[src/rtl/u8cp_pkg.sv]
// ----------------------------------------------------------------------------
// u8cp_pkg
// Shared types, constants and the code point mapping of the UTF-8 decoder.
// ----------------------------------------------------------------------------
package u8cp_pkg;

   localparam int unsigned BYTE_W    = 8;
   localparam int unsigned CP_W      = 11;
   localparam int unsigned PAYLOAD_W = 5;
   localparam int unsigned SKIP_W    = 3;
   localparam int unsigned CONT_W    = 6;

   localparam logic [BYTE_W-1:0]    REPLACEMENT_RESET = 8'h3F;
   localparam logic [SKIP_W-1:0]    MAX_SKIP          = 3'd4;
   localparam logic [BYTE_W-1:0]    NO_MAPPING        = 8'h00;
   localparam logic [PAYLOAD_W-1:0] LEAD_MASK         = 5'h1F;
   localparam logic [CONT_W-1:0]    CONT_MASK         = 6'h3F;

   // turkish code points and their display codes
   localparam logic [CP_W-1:0] CP_C_CEDILLA_LC = 11'h0E7;
   localparam logic [CP_W-1:0] CP_G_BREVE_LC   = 11'h11F;
   localparam logic [CP_W-1:0] CP_DOTLESS_I    = 11'h131;
   localparam logic [CP_W-1:0] CP_O_UMLAUT_LC  = 11'h0F6;
   localparam logic [CP_W-1:0] CP_S_CEDILLA_LC = 11'h15F;
   localparam logic [CP_W-1:0] CP_U_UMLAUT_LC  = 11'h0FC;
   localparam logic [CP_W-1:0] CP_C_CEDILLA_UC = 11'h0C7;
   localparam logic [CP_W-1:0] CP_DOTTED_I_UC  = 11'h130;
   localparam logic [CP_W-1:0] CP_G_BREVE_UC   = 11'h11E;
   localparam logic [CP_W-1:0] CP_O_UMLAUT_UC  = 11'h0D6;
   localparam logic [CP_W-1:0] CP_S_CEDILLA_UC = 11'h15E;
   localparam logic [CP_W-1:0] CP_U_UMLAUT_UC  = 11'h0DC;

   localparam logic [BYTE_W-1:0] CODE_C_CEDILLA_LC = 8'h81;
   localparam logic [BYTE_W-1:0] CODE_G_BREVE_LC   = 8'h82;
   localparam logic [BYTE_W-1:0] CODE_DOTLESS_I    = 8'h83;
   localparam logic [BYTE_W-1:0] CODE_O_UMLAUT_LC  = 8'h84;
   localparam logic [BYTE_W-1:0] CODE_S_CEDILLA_LC = 8'h85;
   localparam logic [BYTE_W-1:0] CODE_U_UMLAUT_LC  = 8'h86;
   localparam logic [BYTE_W-1:0] CODE_C_CEDILLA_UC = 8'h87;
   localparam logic [BYTE_W-1:0] CODE_DOTTED_I_UC  = 8'h88;
   localparam logic [BYTE_W-1:0] CODE_G_BREVE_UC   = 8'h89;
   localparam logic [BYTE_W-1:0] CODE_O_UMLAUT_UC  = 8'h8A;
   localparam logic [BYTE_W-1:0] CODE_S_CEDILLA_UC = 8'h8B;
   localparam logic [BYTE_W-1:0] CODE_U_UMLAUT_UC  = 8'h8C;

   typedef logic [BYTE_W-1:0] byte_type;

   function automatic byte_type map_code_point(input logic [CP_W-1:0] cp);
      byte_type code;
      case (cp)
         CP_C_CEDILLA_LC: code = CODE_C_CEDILLA_LC;
         CP_G_BREVE_LC:   code = CODE_G_BREVE_LC;
         CP_DOTLESS_I:    code = CODE_DOTLESS_I;
         CP_O_UMLAUT_LC:  code = CODE_O_UMLAUT_LC;
         CP_S_CEDILLA_LC: code = CODE_S_CEDILLA_LC;
         CP_U_UMLAUT_LC:  code = CODE_U_UMLAUT_LC;
         CP_C_CEDILLA_UC: code = CODE_C_CEDILLA_UC;
         CP_DOTTED_I_UC:  code = CODE_DOTTED_I_UC;
         CP_G_BREVE_UC:   code = CODE_G_BREVE_UC;
         CP_O_UMLAUT_UC:  code = CODE_O_UMLAUT_UC;
         CP_S_CEDILLA_UC: code = CODE_S_CEDILLA_UC;
         CP_U_UMLAUT_UC:  code = CODE_U_UMLAUT_UC;
         default:         code = NO_MAPPING;
      endcase
      return code;
   endfunction

   // remaining bytes of a sequence, leading ones capped at five, minus one, never below zero
   function automatic logic [SKIP_W-1:0] lead_extra(input byte_type b);
      logic [SKIP_W-1:0] n;
      if (!b[7] || !b[6]) begin
         n = 3'd0;
      end else if (!b[5]) begin
         n = 3'd1;
      end else if (!b[4]) begin
         n = 3'd2;
      end else if (!b[3]) begin
         n = 3'd3;
      end else begin
         n = 3'd4;
      end
      return n;
   endfunction

endpackage

[src/rtl/u8cp_req_if.sv]
// ----------------------------------------------------------------------------
// u8cp_req_if
// Byte input channel of the UTF-8 decoder: valid, ready and one text byte.
// ----------------------------------------------------------------------------
interface u8cp_req_if;
   logic                       valid;
   logic                       ready;
   logic [u8cp_pkg::BYTE_W-1:0] data_byte;
   logic                       last_byte;

   modport source (output valid, output data_byte, output last_byte, input ready);
   modport sink   (input valid, input data_byte, input last_byte, output ready);
endinterface

[src/rtl/u8cp_rsp_if.sv]
// ----------------------------------------------------------------------------
// u8cp_rsp_if
// Character output channel of the UTF-8 decoder: valid, ready and one code.
// ----------------------------------------------------------------------------
interface u8cp_rsp_if;
   logic                       valid;
   logic                       ready;
   logic [u8cp_pkg::BYTE_W-1:0] char_code;
   logic                       was_replaced;

   modport source (output valid, output char_code, output was_replaced, input ready);
   modport sink   (input valid, input char_code, input was_replaced, output ready);
endinterface

[src/rtl/utf8_to_codepage_decoder.sv]
// ----------------------------------------------------------------------------
// utf8_to_codepage_decoder
// Path: input reg, then result reg, from byte accept to character valid.
// Throughput: one byte per cycle unless a held result stalls the output.
// Reset: synchronous; clears pipeline valids and decode state, and loads the
// replacement code register with '?'.
// ----------------------------------------------------------------------------
module utf8_to_codepage_decoder (
   input  logic                        clock,
   input  logic                        reset,
   input  logic                        csr_wr_en,
   input  logic [u8cp_pkg::BYTE_W-1:0] csr_wr_data,
   u8cp_req_if.sink                    req_if,
   u8cp_rsp_if.source                  rsp_if
);
   import u8cp_pkg::*;

   byte_type                 repl_ff;
   logic                     s1_valid_ff;
   byte_type                 s1_byte_ff;
   logic                     s1_last_ff;
   logic [SKIP_W-1:0]        skip_ff,    skip_in;
   logic                     await_ff,   await_in;
   logic [PAYLOAD_W-1:0]     payload_ff, payload_in;
   logic                     s2_valid_ff;
   byte_type                 s2_code_ff, s2_code_in;
   logic                     s2_repl_ff, s2_repl_in;
   logic                     s2_load;
   logic                     s1_adv;
   logic                     s2_free;
   logic [SKIP_W-1:0]        extra;
   byte_type                 mapped;

   assign s2_free      = !s2_valid_ff || rsp_if.ready;
   assign s1_adv       = s1_valid_ff && s2_free;
   assign req_if.ready = !s1_valid_ff || s2_free;

   assign extra  = lead_extra(s1_byte_ff);
   assign mapped = map_code_point({payload_ff, s1_byte_ff[CONT_W-1:0] & CONT_MASK});

   always_comb begin
      skip_in    = skip_ff;
      await_in   = await_ff;
      payload_in = payload_ff;
      s2_load    = 1'b0;
      s2_code_in = s1_byte_ff;
      s2_repl_in = 1'b0;
      if (skip_ff != '0) begin
         skip_in = skip_ff - 3'd1;
      end else if (await_ff) begin
         await_in = 1'b0;
         s2_load  = 1'b1;
         if (mapped != NO_MAPPING) begin
            s2_code_in = mapped;
         end else begin
            s2_code_in = repl_ff;
            s2_repl_in = 1'b1;
         end
      end else if (extra == 3'd0) begin
         s2_load = 1'b1;
      end else if (extra == 3'd1) begin
         if (!s1_last_ff) begin
            await_in   = 1'b1;
            payload_in = s1_byte_ff[PAYLOAD_W-1:0] & LEAD_MASK;
         end
      end else begin
         s2_load    = 1'b1;
         s2_code_in = repl_ff;
         s2_repl_in = 1'b1;
         skip_in    = extra;
      end
      // end of text drops whatever is pending
      if (s1_last_ff) begin
         skip_in    = '0;
         await_in   = 1'b0;
         payload_in = '0;
      end
   end

   always_ff @(posedge clock) begin
      if (reset) begin
         repl_ff     <= REPLACEMENT_RESET;
         s1_valid_ff <= 1'b0;
         s2_valid_ff <= 1'b0;
         skip_ff     <= '0;
         await_ff    <= 1'b0;
         payload_ff  <= '0;
      end else begin
         if (csr_wr_en) begin
            repl_ff <= csr_wr_data;
         end
         if (req_if.ready) begin
            s1_valid_ff <= req_if.valid;
         end
         if (s1_adv) begin
            skip_ff    <= skip_in;
            await_ff   <= await_in;
            payload_ff <= payload_in;
         end
         if (s2_free) begin
            s2_valid_ff <= s1_adv && s2_load;
         end
      end
   end

   always_ff @(posedge clock) begin
      if (req_if.valid && req_if.ready) begin
         s1_byte_ff <= req_if.data_byte;
         s1_last_ff <= req_if.last_byte;
      end
      if (s1_adv && s2_load) begin
         s2_code_ff <= s2_code_in;
         s2_repl_ff <= s2_repl_in;
      end
   end

   assign rsp_if.valid        = s2_valid_ff;
   assign rsp_if.char_code    = s2_code_ff;
   assign rsp_if.was_replaced = s2_repl_ff;

`ifndef SYNTHESIS
   a_skip_range: assert property (@(posedge clock) disable iff (reset)
      skip_ff <= MAX_SKIP)
      else $error("skip count out of range");

   a_skip_await_excl: assert property (@(posedge clock) disable iff (reset)
      !(await_ff && skip_ff != '0))
      else $error("skip and second-byte wait both pending");

   a_last_clears: assert property (@(posedge clock) disable iff (reset)
      s1_adv && s1_last_ff |=> skip_ff == '0 && !await_ff && payload_ff == '0)
      else $error("state not cleared after final byte");

   a_no_result_while_skipping: assert property (@(posedge clock) disable iff (reset)
      s1_adv && skip_ff != '0 |=> !$rose(s2_valid_ff))
      else $error("result produced for a skipped byte");
`endif

endmodule
[src/flat_wrapper.sv]
// flat-port wrapper written by rule: the top's interface ports become plain ports
module utf8_to_codepage_decoder_flat import u8cp_pkg::*;
  (clock, reset, csr_wr_en, csr_wr_data, req_if_valid, req_if_data_byte, req_if_last_byte, req_if_ready, rsp_if_valid, rsp_if_char_code, rsp_if_was_replaced, rsp_if_ready);
  u8cp_req_if req_if_i ();
  u8cp_rsp_if rsp_if_i ();
  input  logic clock;
  input  logic reset;
  input  logic csr_wr_en;
  input  logic [u8cp_pkg::BYTE_W-1:0] csr_wr_data;
  input wire logic [$bits(req_if_i.valid)-1:0] req_if_valid;
  input wire logic [$bits(req_if_i.data_byte)-1:0] req_if_data_byte;
  input wire logic [$bits(req_if_i.last_byte)-1:0] req_if_last_byte;
  output wire logic [$bits(req_if_i.ready)-1:0] req_if_ready;
  output wire logic [$bits(rsp_if_i.valid)-1:0] rsp_if_valid;
  output wire logic [$bits(rsp_if_i.char_code)-1:0] rsp_if_char_code;
  output wire logic [$bits(rsp_if_i.was_replaced)-1:0] rsp_if_was_replaced;
  input wire logic [$bits(rsp_if_i.ready)-1:0] rsp_if_ready;
  assign req_if_i.valid = req_if_valid;
  assign req_if_i.data_byte = req_if_data_byte;
  assign req_if_i.last_byte = req_if_last_byte;
  assign req_if_ready = req_if_i.ready;
  assign rsp_if_valid = rsp_if_i.valid;
  assign rsp_if_char_code = rsp_if_i.char_code;
  assign rsp_if_was_replaced = rsp_if_i.was_replaced;
  assign rsp_if_i.ready = rsp_if_ready;
  utf8_to_codepage_decoder u_core (.clock(clock), .reset(reset), .csr_wr_en(csr_wr_en), .csr_wr_data(csr_wr_data), .req_if(req_if_i), .rsp_if(rsp_if_i));
endmodule
[config.mk]
export PLATFORM = sky130hd
export DESIGN_NAME = utf8_to_codepage_decoder_flat
export DESIGN_NICKNAME = d
export VERILOG_FILES = /design/src/rtl/u8cp_pkg.sv /design/src/rtl/u8cp_req_if.sv /design/src/rtl/u8cp_rsp_if.sv /design/src/rtl/utf8_to_codepage_decoder.sv /design/src/flat_wrapper.sv
export SDC_FILE = /design/constraint.sdc
export NUM_CORES = 1
export LEC_CHECK = 0
export BUFFER_PORTS_ARGS = -buffer_cell sky130_fd_sc_hd__buf_2
export CAP_MARGIN = 20
export CORE_ASPECT_RATIO = 0.6
export CORE_MARGIN = 2
export CORE_UTILIZATION = 50
export DETAILED_ROUTE_END_ITERATION = 7
export PLACE_DENSITY = 0.8
export SLEW_MARGIN = 20
export SYNTH_ARGS = -nofsm -noshare
export SYNTH_HDL_FRONTEND = slang
export SYNTH_SLANG_ARGS = --single-unit
[constraint.sdc]
create_clock -name clock -period 2.6 [get_ports clock]
set_input_delay 0.26 -clock clock [delete_from_list [all_inputs] [get_ports clock]]
set_output_delay 0.26 -clock clock [all_outputs]
set_load 0.005 [all_outputs]
# Word level (Yosys, flattened, before mapping)
# Cells that the tools add are included.
# Widths: inputs -> output; s select.
# word_totals
regBits,37
in_bits,22
output_inout_bits,11
elab_cells,79
# classes
addsub,1
n_eq_ne,19
n_mux,32
n_reduce_logical,17
# op_table
cell,count
$pmux 8 s12,1
$eq 11x8->1 const B,6
$eq 11x9->1 const B,6
$mux 8,5
$mux 3,9
$mux 5,5
$mux 1,12
$reduce_bool 8->1,1
$ne 2x1->1 const B,3
$ne 3x1->1 const B,2
$reduce_and 5->1,1
$logic_not 1->1,4
$reduce_and 4->1,1
$eq 3x1->1 const B,1
$logic_and 1x1->1,3
$logic_not 3->1,1
$logic_or 1x1->1,3
$ne 3x2->1 const B,1
$reduce_bool 3->1,1
$sub 3x1->3 const B,1
$reduce_and 2->1,1
$reduce_bool 2->1,1

# Logic depth before layout (Yosys ltp)
# Gate-level depths: netlist of run 1.
# depth
ltp_word,10
depth_mapped,8
ltp_nobuf,7

# Worst setup path before layout of run 1
# No wires, ideal clock.
# synth_timing
kind,reg2reg
start,register u_core.s1_byte_ff[2]
end,register u_core.s2_code_ff[0] (netlist: u_core.rsp_if.char_code[0]) (data pin)
setup_ns,0.271
arrival_ns,1.647
t_required_ns,2.329
setup_slack_ns,0.682
path_stages_with_launch,6
path_buffers,0
synth_period_minus_slack_ns,1.918
cell_sequence,edfxtp_1 -> or4b_4 -> nor4b_4 -> a211oi_2 -> a31oi_1 -> o221ai_2
# synth_between
elab_chain_len,6
word_cells_on_any_way,17
classes_between,eq/ne: 12; mux: 4; reduce/logical: 1
# synth_lines
item,line,text
from (decl),utf8_to_codepage_decoder.sv:20,byte_type s1_byte_ff;
from (signal assigned),utf8_to_codepage_decoder.sv:108,s1_byte_ff <= req_if.data_byte;
$eq 11x8->1 or $eq 11x9->1 (tied branches),u8cp_pkg.sv:50,case (cp)
$pmux 8 s12 (*),u8cp_pkg.sv:50,
$reduce_bool 8->1,utf8_to_codepage_decoder.sv:53,if (mapped != NO_MAPPING) begin
$mux 8 (*),utf8_to_codepage_decoder.sv:53,
$mux 8 (*),utf8_to_codepage_decoder.sv:50,end else if (await_ff) begin
$mux 8 (*),utf8_to_codepage_decoder.sv:48,if (skip_ff != '0) begin
named net u_core.s2_code_in[0],utf8_to_codepage_decoder.sv:26,"byte_type s2_code_ff, s2_code_in;"
to (signal assigned),utf8_to_codepage_decoder.sv:112,s2_code_ff <= s2_code_in;
to (decl),utf8_to_codepage_decoder.sv:26,
# The timed path passes the listed nets; every way through them passes the cells marked *.
# A chain may end at the register's enable or synchronous reset.

# Worst setup path after layout of run 1
# layout_timing
start,register u_core.s1_byte_ff[0]
end,register u_core.s2_code_ff[3] (netlist: u_core.rsp_if.char_code[3]) (data pin)
# The elaborated chain is that of the path after synthesis.

==> impl_metrics.csv, run 1 <==
group,metric,value,unit
run_status,status,"finished, final reports clean",
die,dieArea,0.00459,mm²
routing,wl_met3,368,µm
cts,cts_hold_buf,0,
synthesis,synth_area_leaders,"edfxtp_1 (27%), dfxtp_1 (19%), mux2i_1 (4.9%), nand2_1 (3.2%), nor2_1 (3.0%)",
die,die_h,53.3,µm
routing,top_layer,"met4",
worst_setup_path,cpPeakStageDelay,570,ps
job,max-cap-violations,0,
routing,drc,0,
die,start_util,53.7,%
power_and_ir_drop,p_int,903,µW
timing,fin_crit_sh,89.4,%
timing,hold_violations,0,
finish,nFillCells,330,
power_and_ir_drop,combPwrFrac,13.0,%
timing,skew,5.31,ps
synthesis,avgSynthCellArea,9.82,µm²
finish,multiInputGateArea,0.00100,mm²
timing,slew-limit-headroom,61.2,%
routing,viasPerCell,5.84,
finish,nNetsFinal,259,
worst_setup_path,r2r_setup_slack,280,ps
hold_path,min_to,"u_core.s1_last_ff",
worst_setup_path,cpLargestDelayFamily,"simple AND/OR/NAND/NOR gates",
routing,routed_wl,4310,µm
routing,route.met2.wl,1670,µm
worst_setup_path,rr_startpoint,"u_core.s1_byte_ff[0]",
cts,htreeDepth,2,
worst_setup_path,worstSetupEndpointType,"register",
synthesis,synth-main-ff-cell,"dfxtp_1",
grt,grt_antenna_before_repair,0,
synthesis,synth_seq_cells,37,
placed_design,portBuffers,32,
timing,finalCriticalPeriod,2320,ps
cts,post_cts_buffers,0,
finish,area_growth,13.0,%
hold_path,hp-start,"req_if_last_byte",
placed_design,place_ws,324,ps
synthesis,synth_top_area_share,26.7,%
power_and_ir_drop,peakVddDrop,0.331,mV
finish,drive_gt1_share,21.2,%
timing,setup_viol,0,
worst_setup_path,crit_buf_inv,0,
power_and_ir_drop,power.share.switching,26.8,%
grt,grt_pass1_wl,7180,µm
hold_path,hold_depth,1,
cts,clock_latency,290,ps
cts,cts_max_path_buffers,2,
synthesis,synth_edf_count,18,
routing,post_drt_wl_per_cell,15.2,µm
timing,tns,0,ps
power_and_ir_drop,leakage,0.867,nW
power_and_ir_drop,seqPwrFrac,54.9,%
placed_design,finalWeightedCongestion,0.966,
synthesis,yosysSeqAreaShare,45.5,%
worst_setup_path,crit_fanout,13,
synthesis,syn_nets,230,
synthesis,syn_area,0.00202,mm²
worst_setup_path,worst_setup_path_start_kind,"register",
worst_setup_path,cp_cell_sequence,"or4b_1 > nor4_1 > a211oi_2 > a31oi_1 > o221ai_1",
timing,setup_ws,276,ps
routing,ant_nets,0,
timing,drv_slew,0,
power_and_ir_drop,clockPowerShare,32.0,%
cts,cts_resized,0,
timing,worstMarginPinSlew,581,ps
timing,rsz0062_at_grt,"false",
worst_setup_path,ff2ff_path_depth,5,
worst_setup_path,arrival,2320,ps
routing,dr.pass1.iters,4,
synthesis,synthDistinctLibCells,57,
grt,grt_pass1_vias,1434,
die,ios,33,
worst_setup_path,critPathRequiredTime,2590,ps
cts,cts_sinks,37,
placed_design,dp_hpwl,3230,µm
synthesis,ys.warnings.count,0,
cts,cts_buffers,5,
synthesis,async_reset_ff_share,0,%
cts,cts_tree,"done",
power_and_ir_drop,pwr_density_cell,539,mW/mm²
die,die_w,86.1,µm
grt,grt_overflow_total,0,
grt,grt_max_degree,18,
synthesis,synth.top_cells.by_count,"dfxtp_1 (19), edfxtp_1 (18), nand2_1 (17)",
grt,grt.total_usage,21.2,%
cts,clkTransAtPathRegs,80,ps
worst_setup_path,worstSetupPathType,"register to register",
worst_setup_path,crit_path_top_delay_cell,"edfxtp_1",
worst_setup_path,worstReg2RegEnd,"u_core.rsp_if.char_code[3]",
finish,n_antenna_cell,0,
hold_path,hp-class,"primary input to register",
synthesis,yosysMostFrequentCell,"dfxtp_1",
power_and_ir_drop,p_sw,330,µW
timing,max_freq,430,MHz
synthesis,synthCells,206,
die,core_area,0.00376,mm²
cts,cts-root-buf,"clkbuf_8",
synthesis,synth.largest_area_cell,"edfxtp_1",
finish,seqCellArea,921,µm²
routing,met1_length,2210,µm
routing,drt_iter0_drc,152,
routing,vias,1654,
die,row_count,17,
-- metal layers --
metal,vias to the layer above,GRT usage (%)
met5,-,0
met3,7,5.15
li1,826,-
met1,756,32.5
met4,0,7.94
met2,65,28.0
-- worst max path at each step --
| stage | from | to | slack (ps) | cells after the start |
|---|---|---|---|---|
| floorplan | u_core.s1_byte_ff[2] | u_core.rsp_if.char_code[0] | 680 | 5 |
| global placement | u_core.s1_byte_ff[0] | u_core.rsp_if.char_code[3] | 400 | 5 |
| detailed placement | u_core.s1_byte_ff[0] | u_core.rsp_if.char_code[3] | 320 | 5 |
| CTS | u_core.s1_byte_ff[0] | u_core.rsp_if.char_code[3] | 300 | 5 |
| global route | u_core.s1_byte_ff[3] | u_core.rsp_if.char_code[0] | 130 | 5 |
| finish | u_core.s1_byte_ff[0] | u_core.rsp_if.char_code[3] | 280 | 5 |
-- final cells by class --
type | instances | share of cell area (%)
inverters | 14 | 2.30
clock buffers | 5 | 3.01
flip-flops and latches | 37 | 40.3
clock inverters | 3 | 0.766
repair buffers | 33 | 7.33
well taps | 47 | 2.57
multi-input cells | 144 | 43.8
-- stage by stage --
stage	power (mW)	cell area, µm²	instances	utilization, %	hold WS [ps]
global placement	0.846	2200	275	58.5	438
finish	1.23	2290	283	60.8	137
floorplan	0.797	2020	206	-	329
CTS	1.24	2290	283	60.8	132
detailed placement	0.850	2200	275	58.5	439
global route	1.30	2290	283	60.8	125
-- power by group through the flow --
stage	Combinational, mW	Clock (mW)	Sequential (mW)
global placement	0.157	0	0.689
global route	0.180	0.435	0.682
CTS	0.160	0.404	0.677
floorplan	0.121	0	0.676
finish	0.161	0.395	0.678
detailed placement	0.159	0	0.690
-- cells by family (layout without fill, tap and decap cells) --
kind of cell,after synthesis,after routing,share of synthesized area [%]
fa+ha+maj,2,2,1.24
xor+xnor,1,1,0.433
compound gates,48,48,17.2
simple gates,83,83,25.7
mux,10,10,4.95
flops,37,37,45.5
buf+inv,25,55,5.01
-- state kept, by name (all words and copies together), names as in the netlist --
signal and count:
u_core.await_ff 1, u_core.skip_ff 3, u_core.s1_byte_ff 8, u_core.rsp_if.valid 1, u_core.payload_ff 5, u_core.s1_valid_ff 1, u_core.repl_ff 8, u_core.rsp_if.char_code 8
u_core.rsp_if.was_replaced 1, u_core.s1_last_ff 1
-- layout by cell type (no fill, tap or decap), types with 4 or more instances in the layout --
| cell type | instances |
|---|---|
| nand2b_1 | 7 |
| o21ai_0 | 6 |
| or3_1 | 4 |
| a21oi_1 | 7 |
| a22oi_1 | 4 |
| nor4_1 | 4 |
| nand2_1 | 17 |
| buf_2 | 32 |
| edfxtp_1 | 18 |
| a211oi_1 | 5 |
| o211ai_1 | 5 |
| nor2b_1 | 5 |
| nor2_1 | 16 |
| clkbuf_8 | 5 |
| mux2i_1 | 10 |
| and2_1 | 5 |
| inv_1 | 14 |
| dfxtp_1 | 19 |
Note: power is estimated with default switching activity, not from simulation.
==> run 2: changes to the inputs <==
Settings changed: PLACE_DENSITY 0.8 to 0.71.
==> run 2 against run 1 <==
  * Design area grew 1.2%
  * Clock skew down 0.58 ps
  * Maximum frequency down 0.20%
  * First-iteration DRC count decreased by 30%
  * Total power up 6.2%
  * Via count rose by 0.24%
  * Highest routed layer unchanged
  * Routed wire length up 2.8%
  * Die area is the same
  * Utilization up 0.73 points
  * Sequential power about the same
  * Largest cell class unchanged
==> impl_metrics.csv, run 2 (synthesized netlist as in run 1, its figures left out) <==
group,metric,value,unit
finish,nFillCells,315,
die,core_area,0.00376,mm²
grt,grt_antenna_before_repair,0,
worst_setup_path,cp_cell_sequence,"nand4bb_1 > a2111oi_1 > nor2_1 > a31oi_1 > o221ai_2",
hold_path,hold_depth,1,
cts,cts_sinks,37,
timing,setup_ws,271,ps
cts,post_cts_buffers,0,
die,die_h,53.3,µm
grt,grt_pass1_wl,7170,µm
routing,vias,1658,
routing,viasPerCell,5.84,
finish,multiInputGateArea,0.00100,mm²
routing,dr.pass1.iters,5,
finish,drive_gt1_share,21.1,%
grt,grt_overflow_total,0,
cts,cts-root-buf,"clkbuf_8",
routing,drc,0,
die,die_w,86.1,µm
placed_design,dp_hpwl,3310,µm
power_and_ir_drop,peakVddDrop,0.311,mV
worst_setup_path,critPathRequiredTime,2620,ps
finish,seqCellArea,921,µm²
cts,cts_max_path_buffers,2,
worst_setup_path,cpPeakStageDelay,730,ps
cts,cts_resized,0,
die,start_util,53.7,%
worst_setup_path,crit_fanout,7,
worst_setup_path,worstSetupEndpointType,"register",
grt,grt_pass1_vias,1452,
routing,ant_nets,0,
worst_setup_path,r2r_setup_slack,270,ps
grt,grt.total_usage,21.2,%
timing,slew-limit-headroom,55.9,%
worst_setup_path,ff2ff_path_depth,5,
worst_setup_path,crit_path_top_delay_cell,"a2111oi_1",
placed_design,portBuffers,32,
cts,cts_buffers,5,
cts,clkTransAtPathRegs,80,ps
power_and_ir_drop,leakage,0.881,nW
placed_design,place_ws,371,ps
routing,drt_iter0_drc,107,
placed_design,finalWeightedCongestion,0.891,
timing,tns,0,ps
routing,routed_wl,4430,µm
timing,worstMarginPinSlew,659,ps
finish,nNetsFinal,260,
finish,n_antenna_cell,0,
timing,hold_violations,0,
finish,mostFrequentLayoutCell,"buf_2",
cts,clock_latency,290,ps
cts,cts_tree,"done",
finish,final_cell_mix,"buf_2 (32), dfxtp_1 (19), edfxtp_1 (18)",
die,dieArea,0.00459,mm²
cts,htreeDepth,2,
timing,rsz0062_at_grt,"false",
hold_path,hp-class,"primary input to register",
run_status,status,"finished, final reports clean",
finish,area_growth,14.4,%
routing,post_drt_wl_per_cell,15.6,µm
timing,setup_viol,0,
die,row_count,17,
worst_setup_path,worst_setup_path_start_kind,"register",
worst_setup_path,worstSetupPathType,"register to register",
die,ios,33,
timing,finalCriticalPeriod,2330,ps
power_and_ir_drop,pwr_density_cell,566,mW/mm²
job,max-cap-violations,0,
timing,max_freq,429,MHz
timing,drv_slew,0,
cts,cts_hold_buf,0,
timing,fin_crit_sh,89.6,%
worst_setup_path,arrival,2350,ps
grt,grt_max_degree,18,
timing,skew,4.73,ps
-- run 2: worst paths after layout --
path / endpoint / start
worst min-delay path: u_core.s1_byte_ff[5] / req_if_data_byte[5]
worst min register to register: u_core.skip_ff[1] / u_core.skip_ff[1]
worst max-delay path: u_core.rsp_if.char_code[0] / u_core.s1_byte_ff[2]
worst max register to register: u_core.rsp_if.char_code[0] / u_core.s1_byte_ff[2]
-- run 2: per-stage QoR --
stage | cell area (µm²) | total power [mW] | hold WS [ps] | cells | utilization [%]
after floorplan | 2020 | 0.797 | 329 | 206 | -
after global placement | 2210 | 0.850 | 437 | 276 | 58.7
after detailed placement | 2210 | 0.852 | 438 | 276 | 58.7
after CTS | 2310 | 1.31 | 134 | 284 | 61.5
after global routing | 2310 | 1.36 | 130 | 284 | 61.5
final | 2310 | 1.31 | 141 | 284 | 61.5
-- run 2: per-layer routing --
| layer | vias up | share of wire (%) | GRT usage [%] |
|---|---|---|---|
| li1 | 827 | - | - |
| met1 | 766 | 53 | 32.9 |
| met2 | 59 | 39 | 27.5 |
| met3 | 6 | 6.6 | 5.77 |
| met4 | 0 | 0.79 | 7.14 |
| met5 | - | 0 | 0 |
-- run 2: where the power goes --
group	internal (mW)	switching, mW	leakage, nW
registers	0.647	0.0297	0.328
clock network	0.249	0.219	0.0536
logic	0.0718	0.0927	0.500
-- run 2: cell type report --
class | count | share of cell area [%]
flip-flops and latches | 37 | 39.8
well taps | 47 | 2.54
inverters | 14 | 2.27
clock inverters | 1 | 0.378
multi-input cells | 144 | 43.2
clock buffers | 7 | 4.22
repair buffers | 34 | 7.57
-- run 2: critical path, delay by kind of cell (launching register included) --
family           cells  cell delay (ps)
AO/OA/AOI/OAI        3             1090
AND/OR/NAND/NOR      2              480
flip-flops           1              480
==> run 3: changes to the inputs <==
Settings changed: CORE_UTILIZATION 50 to 40, PLACE_DENSITY 0.71 to 0.59.
==> run 3 against run 2 <==
  * Cell count is 5.6% higher
  * Sequential power hardly changed
  * Register-to-register slack better by 95 ps
  * Non-clock buffer count stayed put
  * Flip-flop and latch count stayed put
  * Clock skew hardly changed
  * Critical endpoint unchanged
  * Clock power is 14% lower
  * Sequential share of layout area stayed put
  * Die area is 23% higher
  * Combinational power hardly changed
  * Maximum frequency is 4.3% higher
==> impl_metrics.csv, run 3 (synthesized netlist as in run 1, its figures left out) <==
group,metric,value,unit
run_status,status,"finished, final reports clean",
die,die_w,95.8,µm
cts,htreeDepth,2,
worst_setup_path,worst_setup_path_start_kind,"register",
routing,top_layer,"met4",
cts,clock_latency,290,ps
worst_setup_path,worstSetupEndpointType,"register",
timing,worstMarginPinSlew,600,ps
power_and_ir_drop,leakage,0.872,nW
timing,setup_viol,0,
worst_setup_path,critPathRequiredTime,2620,ps
finish,mostFrequentLayoutCell,"buf_2",
grt,grt_pass1_vias,1499,
finish,area_growth,14.4,%
routing,vias,1670,
cts,cts_sinks,37,
timing,finalCriticalPeriod,2230,ps
hold_path,hp-class,"primary input to register",
placed_design,portBuffers,32,
cts,cts_buffers,5,
worst_setup_path,worstSetupPathType,"register to register",
die,ios,33,
routing,ant_nets,0,
timing,skew,5.09,ps
die,start_util,43.0,%
timing,tns,0,ps
finish,final_cell_mix,"buf_2 (32), dfxtp_1 (19), edfxtp_1 (18)",
die,core_area,0.00471,mm²
cts,cts_resized,0,
routing,route.met2.wl,1770,µm
cts,clkTransAtPathRegs,80,ps
routing,wl_met3,341,µm
routing,dr.pass1.iters,4,
timing,fin_crit_sh,85.9,%
hold_path,hold_depth,1,
timing,setup_ws,366,ps
grt,grt_pass1_wl,7490,µm
grt,grt_antenna_before_repair,0,
finish,fin_util,49.2,%
worst_setup_path,crit_fanout,13,
grt,grt_overflow_total,0,
placed_design,dp_hpwl,3420,µm
timing,hold_violations,0,
grt,grt.total_usage,17.8,%
cts,cts-root-buf,"clkbuf_8",
timing,drv_slew,0,
finish,nNetsFinal,260,
job,max-cap-violations,0,
routing,met1_length,2360,µm
cts,post_cts_buffers,0,
finish,nFillCells,458,
placed_design,dp.cells,292,
timing,slew-limit-headroom,59.9,%
power_and_ir_drop,peakVddDrop,0.301,mV
cts,cts_hold_buf,0,
placed_design,finalWeightedCongestion,0.820,
routing,drt_iter0_drc,58,
timing,max_freq,448,MHz
die,die_h,59.1,µm
finish,drive_gt1_share,21.5,%
finish,fin_cells,300,
die,row_count,19,
timing,whs,141,ps
worst_setup_path,ff2ff_path_depth,5,
timing,rsz0062_at_grt,"false",
cts,cts_max_path_buffers,2,
die,dieArea,0.00566,mm²
placed_design,place_ws,407,ps
worst_setup_path,arrival,2260,ps
routing,drc,0,
cts,cts_tree,"done",
routing,post_drt_wl_per_cell,15.1,µm
routing,routed_wl,4520,µm
finish,n_antenna_cell,0,
grt,grt_max_degree,18,
power_and_ir_drop,pwr_density_cell,536,mW/mm²
routing,viasPerCell,5.57,
## run 3: changes by cell type in the layout (fill, tap and decap cells not counted)
| cell | previous run | this run |
|---|---|---|
| clkinv_2 | 0 | 2 |
| clkbuf_16 | 1 | 0 |
| clkinvlp_4 | 0 | 1 |
| clkbuf_1 | 1 | 0 |
| clkinv_4 | 1 | 0 |
## run 3: worst paths after layout
kind	from	slack [ps]	to
hold reg to reg	u_core.skip_ff[1]	490	u_core.skip_ff[1]
setup / recovery	u_core.s1_byte_ff[0]	370	u_core.rsp_if.char_code[0]
hold / removal	req_if_last_byte	140	u_core.s1_last_ff
setup reg to reg	u_core.s1_byte_ff[0]	370	u_core.rsp_if.char_code[0]
## run 3: where the power goes
| group | internal, mW | leakage, nW | total [mW] | switching (mW) |
|---|---|---|---|---|
| registers | 0.647 | 0.328 | 0.676 | 0.0292 |
| clock network | 0.185 | 0.0439 | 0.402 | 0.216 |
| logic | 0.0718 | 0.500 | 0.163 | 0.0916 |
## run 3: metrics by stage
stage | power (mW) | cell area (µm²)
global route | 1.30 | 2310
floorplan | 0.797 | 2020
CTS | 1.25 | 2310
detailed placement | 0.853 | 2230
global placement | 0.853 | 2230
finish | 1.24 | 2310
## run 3: worst max-delay path: stages, from the launching register on
cell and delay, ps:
edfxtp_1 580, or4b_1 530, nor4_1 400, a211oi_2 120
a31oi_1 230, o221ai_2 110
## run 3: cell type report
| class | count | area (µm²) | share of cell area [%] |
|---|---|---|---|
| multi-input combinational | 144 | 1000 | 43.2 |
| timing repair buffer | 34 | 175 | 7.57 |
| clock inverter | 3 | 17.5 | 0.757 |
| inverter | 14 | 52.6 | 2.27 |
| sequential | 37 | 921 | 39.8 |
| clock buffer | 5 | 68.8 | 2.97 |
| tap | 63 | 78.8 | 3.41 |
## run 3: layer usage
layer,global-route usage [%],vias up
met3,4.33,5
met2,23.2,59
met5,0,-
met1,28.5,782
met4,4.90,0
li1,-,824
